[src/hw/rtl/tfn_pkg.sv]
// ----------------------------------------------------------------------------
// tfn_pkg
// Shared types and constants for the tangent frame pipeline.
// ----------------------------------------------------------------------------
package tfn_pkg;

  localparam int COMP_W     = 16;  // Q1.15 component
  localparam int CAND_W     = 17;  // candidate tangent component (negated input)
  localparam int CROSS_W    = 33;  // difference of two 16x16 products
  localparam int MAG_W      = 16;  // normalised magnitude, at most 2^15
  localparam int L2_W       = 32;  // squared length of normalised vector
  localparam int ROOT_W     = 31;  // floor(sqrt(L2 * 2^30))
  localparam int REM_W      = 33;  // square root partial remainder
  localparam int SQRT_STEPS = 31;  // one root bit per step
  localparam int Q_W        = 16;  // quotient bits below the overflow check
  localparam int NORM_LO    = 14;  // largest magnitude lands in [2^14, 2^15]

  localparam logic [MAG_W-1:0] MAG_TOP = 16'h8000;
  localparam logic [Q_W-1:0]   Q_POS_MAX = 16'h7FFF;
  localparam logic [Q_W-1:0]   Q_NEG_MAX = 16'h8000;

  typedef logic signed [COMP_W-1:0] comp_t;

  localparam comp_t COMP_MAX = 16'sh7FFF;
  localparam comp_t COMP_MIN = -16'sh8000;

  typedef struct packed {
    comp_t x;
    comp_t y;
    comp_t z;
  } vec_t;

  // normal and flag riding alongside the first normaliser
  typedef struct packed {
    vec_t n;
    logic last;
  } nrm_sb_t;

  // tangent and flag riding alongside the second normaliser
  typedef struct packed {
    vec_t t;
    logic last;
  } tan_sb_t;

  typedef struct packed {
    vec_t t;
    vec_t b;
    logic last;
  } out_item_t;

endpackage

[src/hw/rtl/tfn_cross.sv]
// ----------------------------------------------------------------------------
// tfn_cross
// Cross product of the unit tangent with the normal: products, then sums.
// ----------------------------------------------------------------------------
module tfn_cross (
  input  logic                                 clk,
  input  logic                                 rst_n,
  input  logic                                 en,
  input  logic                                 in_valid,
  input  tfn_pkg::vec_t                        in_t,
  input  tfn_pkg::nrm_sb_t                     in_sb,
  output logic                                 out_valid,
  output logic signed [tfn_pkg::CROSS_W-1:0]   out_x,
  output logic signed [tfn_pkg::CROSS_W-1:0]   out_y,
  output logic signed [tfn_pkg::CROSS_W-1:0]   out_z,
  output tfn_pkg::tan_sb_t                     out_sb
);
  import tfn_pkg::*;

  localparam int PROD_W = 2 * COMP_W;

  logic [1:0]               vld_r;
  logic signed [PROD_W-1:0] p_r [6];
  tan_sb_t                  m_sb_r;
  tan_sb_t                  s_sb_r;
  logic signed [CROSS_W-1:0] x_r, y_r, z_r;

  always_ff @(posedge clk) begin
    if (!rst_n) begin
      vld_r <= '0;
    end else if (en) begin
      vld_r <= {vld_r[0], in_valid};
    end
  end

  always_ff @(posedge clk) begin
    if (en) begin
      p_r[0] <= PROD_W'(in_t.y) * PROD_W'(in_sb.n.z);
      p_r[1] <= PROD_W'(in_t.z) * PROD_W'(in_sb.n.y);
      p_r[2] <= PROD_W'(in_t.z) * PROD_W'(in_sb.n.x);
      p_r[3] <= PROD_W'(in_t.x) * PROD_W'(in_sb.n.z);
      p_r[4] <= PROD_W'(in_t.x) * PROD_W'(in_sb.n.y);
      p_r[5] <= PROD_W'(in_t.y) * PROD_W'(in_sb.n.x);
      m_sb_r.t    <= in_t;
      m_sb_r.last <= in_sb.last;

      x_r    <= CROSS_W'(p_r[0]) - CROSS_W'(p_r[1]);
      y_r    <= CROSS_W'(p_r[2]) - CROSS_W'(p_r[3]);
      z_r    <= CROSS_W'(p_r[4]) - CROSS_W'(p_r[5]);
      s_sb_r <= m_sb_r;
    end
  end

  assign out_valid = vld_r[1];
  assign out_x     = x_r;
  assign out_y     = y_r;
  assign out_z     = z_r;
  assign out_sb    = s_sb_r;

endmodule

[config.mk]
export PLATFORM = sky130hd
export DESIGN_NAME = tfn_cross
export DESIGN_NICKNAME = d
export VERILOG_FILES = /design/src/hw/rtl/tfn_pkg.sv /design/src/hw/rtl/tfn_cross.sv
export SDC_FILE = /design/constraint.sdc
export NUM_CORES = 2
export LEC_CHECK = 0
export ABC_CLOCK_PERIOD_IN_PS = 7900
export BUFFER_PORTS_ARGS = -buffer_cell sky130_fd_sc_hd__clkbuf_2
export CORE_MARGIN = 5
export CORE_UTILIZATION = 40
export CTS_CLUSTER_DIAMETER = 60
export CTS_CLUSTER_SIZE = 30
export DETAILED_ROUTE_END_ITERATION = 8
export GPL_ROUTABILITY_DRIVEN = 0
export PLACE_DENSITY = 0.58
export SLEW_MARGIN = 10
export SYNTH_ARGS = -nofsm -noshare
export SYNTH_HDL_FRONTEND = slang
export SYNTH_SLANG_ARGS = --single-unit
[constraint.sdc]
create_clock -name clk -period 7.9 [get_ports clk]
set_clock_uncertainty 0.1 [all_clocks]
set_input_delay 1.58 -clock clk [delete_from_list [all_inputs] [get_ports clk]]
set_output_delay 1.58 -clock clk [all_outputs]
set_load 0.02 [all_outputs]
Word-level counts from Yosys, hierarchy flattened
Memory sizes are Yosys's and may differ from the RTL's.
Cells that the tools add are included.
{ "totals": {"memories": 1, "output_inout_bits": 149, "regBits": 199, "input_bits": 101, "wordCells": 24, "ram_bits": 192} }
{ "op_classes": {"multipliers": 6, "add_sub_neg": 3, "muxes": 2} }
{ "mem_list": {"columns": ["memory", "depth", "word_bits", "rd", "rd_ports_with_merged_regs", "write_ports", "line", "source"], "rows": [
  ["p_r", 6, 32, 6, 0, 6, "tfn_cross.sv:23", "logic signed [PROD_W-1:0] p_r [6];"]
]} }
{ "op_table": {"columns": ["operator", "n"], "rows": [
  ["$mul A16 B16 Y32", 6],
  ["$sub A32 B32 Y33", 3],
  ["$mux W1", 2]
]} }

Depth between registers and ports, before layout
{ "depth": {"ltp_word": 2, "mapped_depth": 25, "depth_no_buf": 24} }

Worst setup path before layout
OpenSTA, ideal clock, no wires.
{ "synth_timing": {"path_type": "input to register", "startpoint": "in in_t[15] in the netlist's numbering", "endpoint": "mem p_r[2][30] in the netlist's numbering, data pin", "arrival_time_ns": 7.286, "n_path_buf": 2, "t_required_ns": 7.542, "setup_ns": 0.258, "cell_stages": 21, "setup_slack_ns": 0.256, "path_cell_list": "clkbuf_1 > nand2_1 > inv_1 > fa_1 > fa_1 > fa_1 > fa_1 > fa_1 > inv_1 > fa_1 > inv_1 > ha_1 > clkbuf_1 > a21oi_2 > o21ai_1 > a31o_1 > or4_4 > a311oi_2 > o21bai_1 > a21oi_2 > xnor2_1"} }
{ "synth_lines": {"columns": ["item", "line", "source"], "rows": [
  ["start: declaration", "tfn_cross.sv:10", "input tfn_pkg::vec_t in_t,"],
  ["end: declaration", "tfn_cross.sv:23", null]
]} }

==> results.ini <==
[hold_path]
hold_path_class = reg -> reg

[global_route]
grt_pass1_vias = 57213
grt_pass1_wl_um = 318000
globalRoute.totalOverflow = 0
grt_usage_pct = 20.6
grt_max_degree = 144
antenna_found_initial = 22

[timing]
drv_slew = 0
finalSetupViolations = 0
fin_crit_sh_pct = 92.3
min_period_ns = 7.29
fmax_ghz = 0.137
final_hold_viol_count = 0
relSlewSlack_pct = 34.1
grt_setup_unrepaired = false
tightest_slew_ns = 0.989

[layout]
layout.nets = 10337
layout_common_cells = inv_1 (1845), fa_1 (1575), nand2_1 (801), and2_1 (739), ha_1 (588)
area_growth_pct = 12.7
ff_latch_area_um2 = 11700
mostFrequentLayoutCell = inv_1
num-fill-cells = 17918
fin_area_um2 = 84800
multi_input_area_um2 = 55500
drive_gt1_share_pct = 10.4

[placed_design]
placed_cell_area_um2 = 82700
dp_hpwl_um = 168000
io_buffers = 249

[setup_path]
required_ns = 8.26
cp-end-kind = flop
cp_max_fo = 15
critPathLaunchType = input port
arrival_ns = 7.66
path_class = in -> reg

[cts]
clk_pin_slew_worst_paths_ns = 0.08
numCtsBuffers = 56
clock_path_buffers = 3
post_cts_buffers = 0
hold_buffers = 0
cts_root_buf = clkbuf_16
post_cts_resized = 0
cts_sinks = 391
cts_tree = done
htreeDepth = 2
clk_latency_ns = 0.70

[die]
start_util_pct = 40.2
die_height_um = 444
dieArea_um2 = 197000
die_width_um = 444
fp-row-count = 159
io_pins = 250
core_um2 = 187000

[yosys]
ys_ff_latch = 391
yosys_most_used_dff = edfxtp_1
syn_nets = 9866
syn_area_um2 = 75300
ys_seq_area_share_pct = 15.6
synth_edf_count = 389
yosys_warnings = 0
async_reset_ff_share_pct = 0
syn_area_per_cell_um2 = 9.90
ys_types = 79
syn_inst = 7602

[detailed_routing]
drt_iter0_drc = 2545
drt-total-wl_um = 196000
route.detailed.drc = 0
vias_per_cell = 4.86
vias = 51698
antenna_left = 0
wl_per_cell_um = 18.4
drt_first_pass_iters = 5

[status]
outcome = complete, no violations

[job]
max_cap_viol_count = 0

[metrics by stage]
stage	setup slack (ns)	util, %	setup TNS, ns	cells	hold WS [ns]
finish	0.605	45.3	0	10634	0.316
global route	0.298	45.3	0	10628	0.322
CTS	0.678	45.2	0	10615	0.320
detailed placement	-0.0814	44.1	-0.244	10510	0.305
global placement	-0.0193	44.1	-0.0226	10510	0.301
floorplan	0.256	-	0	7602	0.300
[cell type report]
| class | count | share of cell area, % |
|---|---|---|
| Sequential cell | 391 | 13.8 |
| Clock buffer | 56 | 1.65 |
| Inverter | 1846 | 8.17 |
| Clock inverter | 49 | 0.779 |
| Tap cell | 2495 | 3.68 |
| Timing Repair Buffer | 707 | 6.40 |
| Multi-Input combinational cell | 5071 | 65.4 |
| Antenna cell | 19 | 0.0560 |
[cells in the mapped netlist (34+ instances only)]
| master | number | share of area, % |
|---|---|---|
| clkbuf_1 | 292 | 1.5 |
| nand2_1 | 801 | 4.0 |
| nand3_1 | 37 | 0.25 |
| a21o_1 | 98 | 0.98 |
| inv_1 | 1845 | 9.2 |
| o21bai_1 | 45 | 0.45 |
| a21oi_1 | 195 | 1.3 |
| xor2_1 | 65 | 0.76 |
| nor3_1 | 34 | 0.23 |
| and2_1 | 739 | 6.1 |
| nand2b_1 | 53 | 0.44 |
| o21a_1 | 39 | 0.39 |
| o21ai_0 | 83 | 0.55 |
| xnor2_1 | 235 | 2.7 |
| nor2_1 | 211 | 1.1 |
| fa_1 | 1575 | 42 |
| edfxtp_1 | 389 | 16 |
| ha_1 | 588 | 9.8 |
[layer usage]
metal  GRT usage [%]  up-vias  routed length [µm]
met5               0        -                  29
met2            34.2     1169               94700
met3            3.83      305               11000
met4            8.09        4                7940
li1                -    23776                   -
met1            26.6    26444               82100
[path summary, 6_finish.rpt]
| kind | from | to | slack [ns] | cells after the start |
|---|---|---|---|---|
| max reg2reg | p_r[1][1] | out_x[31] | 4.21 | 12 |
| max | in_sb[27] | p_r[1][30] | 0.61 | 23 |
| min reg2reg | m_sb_r[7] | out_sb[7] | 0.32 | 0 |
| min | m_sb_r[7] | out_sb[7] | 0.32 | 0 |
[registers in the layout, indices dropped and copies added, names as in the netlist]
name	flops
m_sb_r	49
out_sb	49
out_x	33
out_y	33
out_z	33
p_r	192
vld_r	2
[critical path, cell delays in order]
cell and delay [ns]:
clkbuf_2 0.36, buf_4 0.32, nand2_1 0.12, fa_1 0.44, inv_1 0.08, fa_1 0.43
fa_1 0.57, fa_1 0.43, fa_1 0.52, inv_1 0.06, fa_1 0.48, inv_1 0.04
ha_1 0.29, a21o_1 0.18, a21o_1 0.16, a21oi_1 0.23, o21ai_0 0.17, and2_1 0.19
a31oi_2 0.21, a31oi_1 0.17, a41o_1 0.30, o22a_1 0.17, xor2_1 0.14
[kinds of logic (layout without fill, tap and decap cells)]
kind of cell / after synthesis / in the layout / synth area share [%]
and+or+nand+nor: 1976 / 1976 / 13.0
other: 0 / 19 / 0
AOI/OAI and AO/OA: 629 / 629 / 5.55
adders and majority gates: 2163 / 2163 / 51.7
xor gates and xnor gates: 300 / 300 / 3.49
buffers and inverters: 2140 / 2658 / 10.7
muxes: 3 / 3 / 0.0399
DFF: 391 / 391 / 15.6
Power is left out: the tool's default activity adds up to more than one toggle a clock period on the data nets, which glitch-free logic cannot reach.
