<file path="src/hw/rtl/tfn_pkg.sv">
// ----------------------------------------------------------------------------
// tfn_pkg
// Shared types and constants for the tangent frame pipeline.
// ----------------------------------------------------------------------------
package tfn_pkg;

  localparam int COMP_W     = 16;  // Q1.15 component
  localparam int CAND_W     = 17;  // candidate tangent component (negated input)
  localparam int CROSS_W    = 33;  // difference of two 16x16 products
  localparam int MAG_W      = 16;  // normalised magnitude, at most 2^15
  localparam int L2_W       = 32;  // squared length of normalised vector
  localparam int ROOT_W     = 31;  // floor(sqrt(L2 * 2^30))
  localparam int REM_W      = 33;  // square root partial remainder
  localparam int SQRT_STEPS = 31;  // one root bit per step
  localparam int Q_W        = 16;  // quotient bits below the overflow check
  localparam int NORM_LO    = 14;  // largest magnitude lands in [2^14, 2^15]

  localparam logic [MAG_W-1:0] MAG_TOP = 16'h8000;
  localparam logic [Q_W-1:0]   Q_POS_MAX = 16'h7FFF;
  localparam logic [Q_W-1:0]   Q_NEG_MAX = 16'h8000;

  typedef logic signed [COMP_W-1:0] comp_t;

  localparam comp_t COMP_MAX = 16'sh7FFF;
  localparam comp_t COMP_MIN = -16'sh8000;

  typedef struct packed {
    comp_t x;
    comp_t y;
    comp_t z;
  } vec_t;

  // normal and flag riding alongside the first normaliser
  typedef struct packed {
    vec_t n;
    logic last;
  } nrm_sb_t;

  // tangent and flag riding alongside the second normaliser
  typedef struct packed {
    vec_t t;
    logic last;
  } tan_sb_t;

  typedef struct packed {
    vec_t t;
    vec_t b;
    logic last;
  } out_item_t;

endpackage

</file>
<file path="src/hw/rtl/tfn_cand.sv">
// ----------------------------------------------------------------------------
// tfn_cand
// Picks the longer of the two candidate tangents; one register stage.
// ----------------------------------------------------------------------------
module tfn_cand (
  input  logic                                clk,
  input  logic                                rst_n,
  input  logic                                en,
  input  logic                                in_valid,
  input  tfn_pkg::nrm_sb_t                    in_sb,
  output logic                                out_valid,
  output logic signed [tfn_pkg::CAND_W-1:0]   out_x,
  output logic signed [tfn_pkg::CAND_W-1:0]   out_y,
  output logic signed [tfn_pkg::CAND_W-1:0]   out_z,
  output tfn_pkg::nrm_sb_t                    out_sb
);
  import tfn_pkg::*;

  logic signed [CAND_W-1:0] nx_c, ny_c, nz_c;
  logic [CAND_W-1:0]        ay_c, az_c;
  logic                     valid_r;
  logic signed [CAND_W-1:0] x_r, y_r, z_r;
  nrm_sb_t                  sb_r;

  assign nx_c = CAND_W'(in_sb.n.x);
  assign ny_c = CAND_W'(in_sb.n.y);
  assign nz_c = CAND_W'(in_sb.n.z);
  // ny^2 > nz^2 is the same test as |ny| > |nz|
  assign ay_c = ny_c[CAND_W-1] ? CAND_W'(-ny_c) : CAND_W'(ny_c);
  assign az_c = nz_c[CAND_W-1] ? CAND_W'(-nz_c) : CAND_W'(nz_c);

  always_ff @(posedge clk) begin
    if (!rst_n) begin
      valid_r <= 1'b0;
    end else if (en) begin
      valid_r <= in_valid;
    end
  end

  always_ff @(posedge clk) begin
    if (en) begin
      sb_r <= in_sb;
      if (ay_c > az_c) begin
        x_r <= ny_c;
        y_r <= -nx_c;
        z_r <= '0;
      end else begin
        x_r <= -nz_c;
        y_r <= '0;
        z_r <= nx_c;
      end
    end
  end

  assign out_valid = valid_r;
  assign out_x     = x_r;
  assign out_y     = y_r;
  assign out_z     = z_r;
  assign out_sb    = sb_r;

endmodule

</file>
<file path="config.mk">
export PLATFORM = sky130hd
export DESIGN_NAME = tfn_cand
export DESIGN_NICKNAME = d
export VERILOG_FILES = /design/src/hw/rtl/tfn_pkg.sv /design/src/hw/rtl/tfn_cand.sv
export SDC_FILE = /design/constraint.sdc
export NUM_CORES = 1
export LEC_CHECK = 0
export BUFFER_PORTS_ARGS = -buffer_cell sky130_fd_sc_hd__buf_2
export CAP_MARGIN = 20
export CORE_ASPECT_RATIO = 1.75
export CORE_MARGIN = 4
export CORE_UTILIZATION = 51
export CTS_CLUSTER_SIZE = 28
export DETAILED_ROUTE_END_ITERATION = 10
export PLACE_DENSITY = 0.78
export SYNTH_ARGS = -nofsm -noshare
export SYNTH_HDL_FRONTEND = slang
export SYNTH_SLANG_ARGS = --single-unit
</file>
<file path="constraint.sdc">
create_clock -name clk -period 6.7 [get_ports clk]
set_clock_uncertainty 0.2 [all_clocks]
set_input_delay 1.34 -clock clk [delete_from_list [all_inputs] [get_ports clk]]
set_output_delay 1.34 -clock clk [all_outputs]
set_load 0.02 [all_outputs]
</file>
; ---- Word level (Yosys, flattened, before mapping)
; Index checks and enable logic that the tools add are counted.
[word_totals]
regBits = 100
input_bits = 53
output_inout_bits = 101
wordCells = 15
[classes]
addsub = 3
n_lt_le_gt_ge = 1
muxes = 3
[op_table]
columns = cell, n
row1 = $mux W17, 3
row2 = $neg A16 Y17, 3
row3 = $gt A17 B17 Y1, 1

; ---- Longest topological paths before layout
[depth]
word_depth = 4
depth_mapped = 15
ltp_nobuf = 14

; ---- Least setup slack after synthesis
; Ideal clock, no wire load.
[synth_path]
kind = input to register
start = input in_sb[1] in the netlist's numbering
end = register x_r[10] (netlist: out_x[10]) (data pin)
setup_ps = 260
arrival_ps = 4746
required_ps = 6240
slack_ps = 1494
cell_stages = 15
path_buffers = 1
path_cell_list = inv_1 -> ha_1 -> or4b_2 -> or3_4 -> nand2b_1 -> nor3_1 -> ha_1 -> inv_1 -> ha_1 -> nand4_1 -> nor2_1 -> and3_1 -> a31oi_1 -> clkbuf_1 -> mux2_2
[synth_via]
elab_chain_len = 4
[synth_lines]
columns = item, line
row1 = from (decl), tfn_cand.sv:10  ; input tfn_pkg::nrm_sb_t in_sb,
row2 = $neg A16 Y17, "tfn_cand.sv:30, tfn_cand.sv:48"
row3 = $mux W17, tfn_cand.sv:30  ; assign az_c = nz_c[CAND_W-1] ? CAND_W'(-nz_c) : CAND_W'(nz_c);
row4 = $gt A17 B17 Y1, tfn_cand.sv:43  ; if (ay_c > az_c) begin
row5 = $mux W17 *, tfn_cand.sv:43
row6 = to (signal assigned), tfn_cand.sv:44  ; x_r <= ny_c;
row7 = to (signal assigned), tfn_cand.sv:48  ; x_r <= -nz_c;
row8 = to (decl), tfn_cand.sv:22  ; logic signed [CAND_W-1:0] x_r, y_r, z_r;
; Mark *: on every way between the ends. The rest lies on a longest branch, timed or not.
; A chain may end at the register's enable or synchronous reset.

; ---- Final worst setup path
[layout_path]
start = input in_sb[1] in the netlist's numbering
end = register y_r[16] (netlist: out_y[16]) (data pin)
[layout_via]
elab_chain_len = 3
[layout_lines]
columns = item, line
row1 = $neg A16 Y17, tfn_cand.sv:30
row2 = $mux W17 *, tfn_cand.sv:30
row3 = $gt A17 B17 Y1 *, tfn_cand.sv:43
row4 = to (signal assigned), tfn_cand.sv:45  ; y_r <= -nx_c;
row5 = to (decl), tfn_cand.sv:22
; Marks and branches as above.

==> results.cfg <==
[synthesis]
synthSimpleGateAreaFrac_pct = 13.5
ys_async_sr_fraction_pct = 0
yosysWarnings = 0
ys_ff_latch = 100
synth-seq-area-share_pct = 61.9
synth_fa_ha_area_share_pct = 5.70
ys.flop_type = edfxtp_1
synthXorXnorAreaFrac_pct = 8.88
syn_nets = 432
yosysUniqueCellTypes = 41
muxShareOfSynthArea_pct = 4.30
synth_area_per_cell_um2 = 13.5
syn-cell-area_mm2 = 0.00483
synth_top_family_by_area = simple AND/OR/NAND/NOR gates
synth-edff-count = 99
postSynthCellCount = 357
synth-compound-area-share_pct = 3.81

[sta]
hold_ws_ns = 0.313
tightest_slew_ns = 0.768
fin_crit_sh_pct = 80.8
finalHoldViolations = 0
max_freq_mhz = 185
setup_viol = 0
maxSlewHeadroom_pct = 48.8
rsz0062_at_grt = no
fin_tns_setup_ns = 0
maxSlewViolCount = 0
layout_min_cycle_time_ns = 5.41

[die]
die_w_um = 81.6
io_pins = 154
initial_core_util_pct = 52.8
dieArea_mm2 = 0.0112
die_y_um = 137
num_rows = 46
core_mm2 = 0.00915

[critical_path]
start_kind = input pin
r2r-end = out_valid
critPathMostFrequentCell = ha_1
arrival_ns = 5.39
r2r_cells = 2
r2r_slack_ns = 5.92
cpPeakStageDelay_ns = 0.68
worstPathCellList = buf_2, inv_1, ha_1, or4b_2, or3_4, nor3_1, nand2b_1, xor2_1, ha_1, nand4_1, nor4_1, o21bai_1, a31oi_4, buf_4, nor3b_1
critPathKind = input pin to flop
crit_path_max_fanout = 19
cp_top_family = simple AND/OR/NAND/NOR gates
r2r-start = out_valid
crit_required_ns = 6.68
slowest_stage = or4b_2
critPathBufInv = 3
critPathCaptureType = flop

[placement]
portBuffers = 153
gp_congestion = 0.891
placed_area_mm2 = 0.00575
hpwl_um = 8220

[flow_run]
maxCapViolCount = 0

[global_routing]
first_global_vias = 3343
grt_max_degree = 61
antenna_found_initial = 0
grt_use_total_pct = 19.8
grt_pass1_wl_um = 16400
overflow = 0

[cts]
cts_buffers = 9
ctsResizeCount = 0
ctsHoldBuffers = 0
post_cts_buffers = 0
clkLatencyLatePin_ns = 0.33
h-tree-depth = 3
clockRootBuffer = clkbuf_16
clk_path_buf_depth = 2
path_clk_slew_ns = 0.07
cts.sinks = 100
cts_tree = done

[drt]
vias_per_cell = 5.22
drtIter0Drc = 210
wirelength_um = 10600
wire_per_inst_um = 16.7
drcViolationCount = 0
routed-via-count = 3333
drtPass1Iterations = 4
ant_nets = 0

[pwr]
cellLeakagePower_nw = 2.44
peakVddDrop_uv = 185
total_power_mw = 1.57
power_density_mw_per_mm2 = 260

[layout]
layout-drive-gt1-share_pct = 36.5
antenna_cells = 0
design_area_mm2 = 0.00604
postLayoutCoreUtil_pct = 66.0
nets = 588
area_growth_pct = 24.9
fillers = 706
mostFrequentLayoutCells = buf_2 (152), edfxtp_1 (99), xnor2_1 (26)
final_common_cell = buf_2

[hold_path]
min_to = out_valid
hold_path_depth = 2
hp-start = out_valid
hold_path_class = flop to flop

[outcome]
status = completed
-- Yosys cell counts (7+ instances only) --
cell	count	area, um2
nor2b_1	15	93.8
edfxtp_1	99	2970
nand2_1	18	67.6
and2_1	12	75.1
nand2b_1	7	43.8
nor2_1	10	37.5
nor4_1	10	62.6
xor2_1	23	201
ha_1	22	275
mux2_2	14	158
o21ai_0	12	60.1
clkbuf_1	9	33.8
xnor2_1	26	228
nor3_1	10	50.1
inv_1	10	37.5
-- routing by layer --
metal	track usage, %	vias to the layer above	wire, um
li1	-	1632	-
met3	4.15	20	683
met4	7.67	0	280
met1	20.6	1556	3730
met5	0	-	0
met2	37.5	125	5940
-- worst reg2reg max path, delay by kind of cell, from the launching register on --
kind	cells	cell delay (ns)
DFF	1	0.31
muxes	1	0.11
and+or+nand+nor	1	0.06
-- kinds of logic (layout without fill, tap and decap cells) --
kind of cell               after synthesis  count (layout)
xor gates and xnor gates                49              49
muxes                                   19              19
other                                    1               1
and+or+nand+nor                        114             114
buffers and inverters                   22             183
DFF                                    100             100
adders and majority gates               22              22
AOI/OAI and AO/OA                       30              30
-- layout make-up --
class,count,area [um2],area share (%)
Sequential cell,100,2990,49.6
Multi-Input combinational cell,235,1770,29.3
Timing Repair Buffer,157,798,13.2
Clock buffer,9,225,3.73
Tap cell,120,150,2.49
Clock inverter,7,63.8,1.06
Inverter,10,37.5,0.622
-- worst max path at each step --
stage | startpoint | to | slack, ns | cells past startpoint
floorplan | in_sb[1] | out_x[10] | 1.49 | 15
global route | in_sb[1] | out_y[16] | 0.92 | 15
CTS | in_sb[1] | out_y[16] | 1.26 | 15
global placement | in_sb[1] | out_y[16] | 1.09 | 15
detailed placement | in_sb[1] | out_y[16] | 0.94 | 15
finish | in_sb[1] | out_y[16] | 1.29 | 15
-- state kept, by name, indices dropped and copies added, names as in the netlist --
| signal | cells |
|---|---|
| out_sb | 49 |
| out_x | 17 |
| out_valid | 1 |
| out_y | 17 |
| out_z | 16 |
-- metrics by stage --
step                      worst slack, ns  cells
after detailed placement            0.940    622
after CTS                            1.26    638
after global placement               1.09    622
after floorplan                      1.49    357
after global routing                0.920    638
final                                1.29    638
-- where the power goes --
part           total, mW  leakage (nW)  switching, mW  internal, mW
Clock              0.504         0.143          0.216         0.288
Sequential         0.767         0.972         0.0132         0.754
Combinational      0.296          1.32          0.188         0.107
Note: power is estimated with default switching activity, not from simulation.
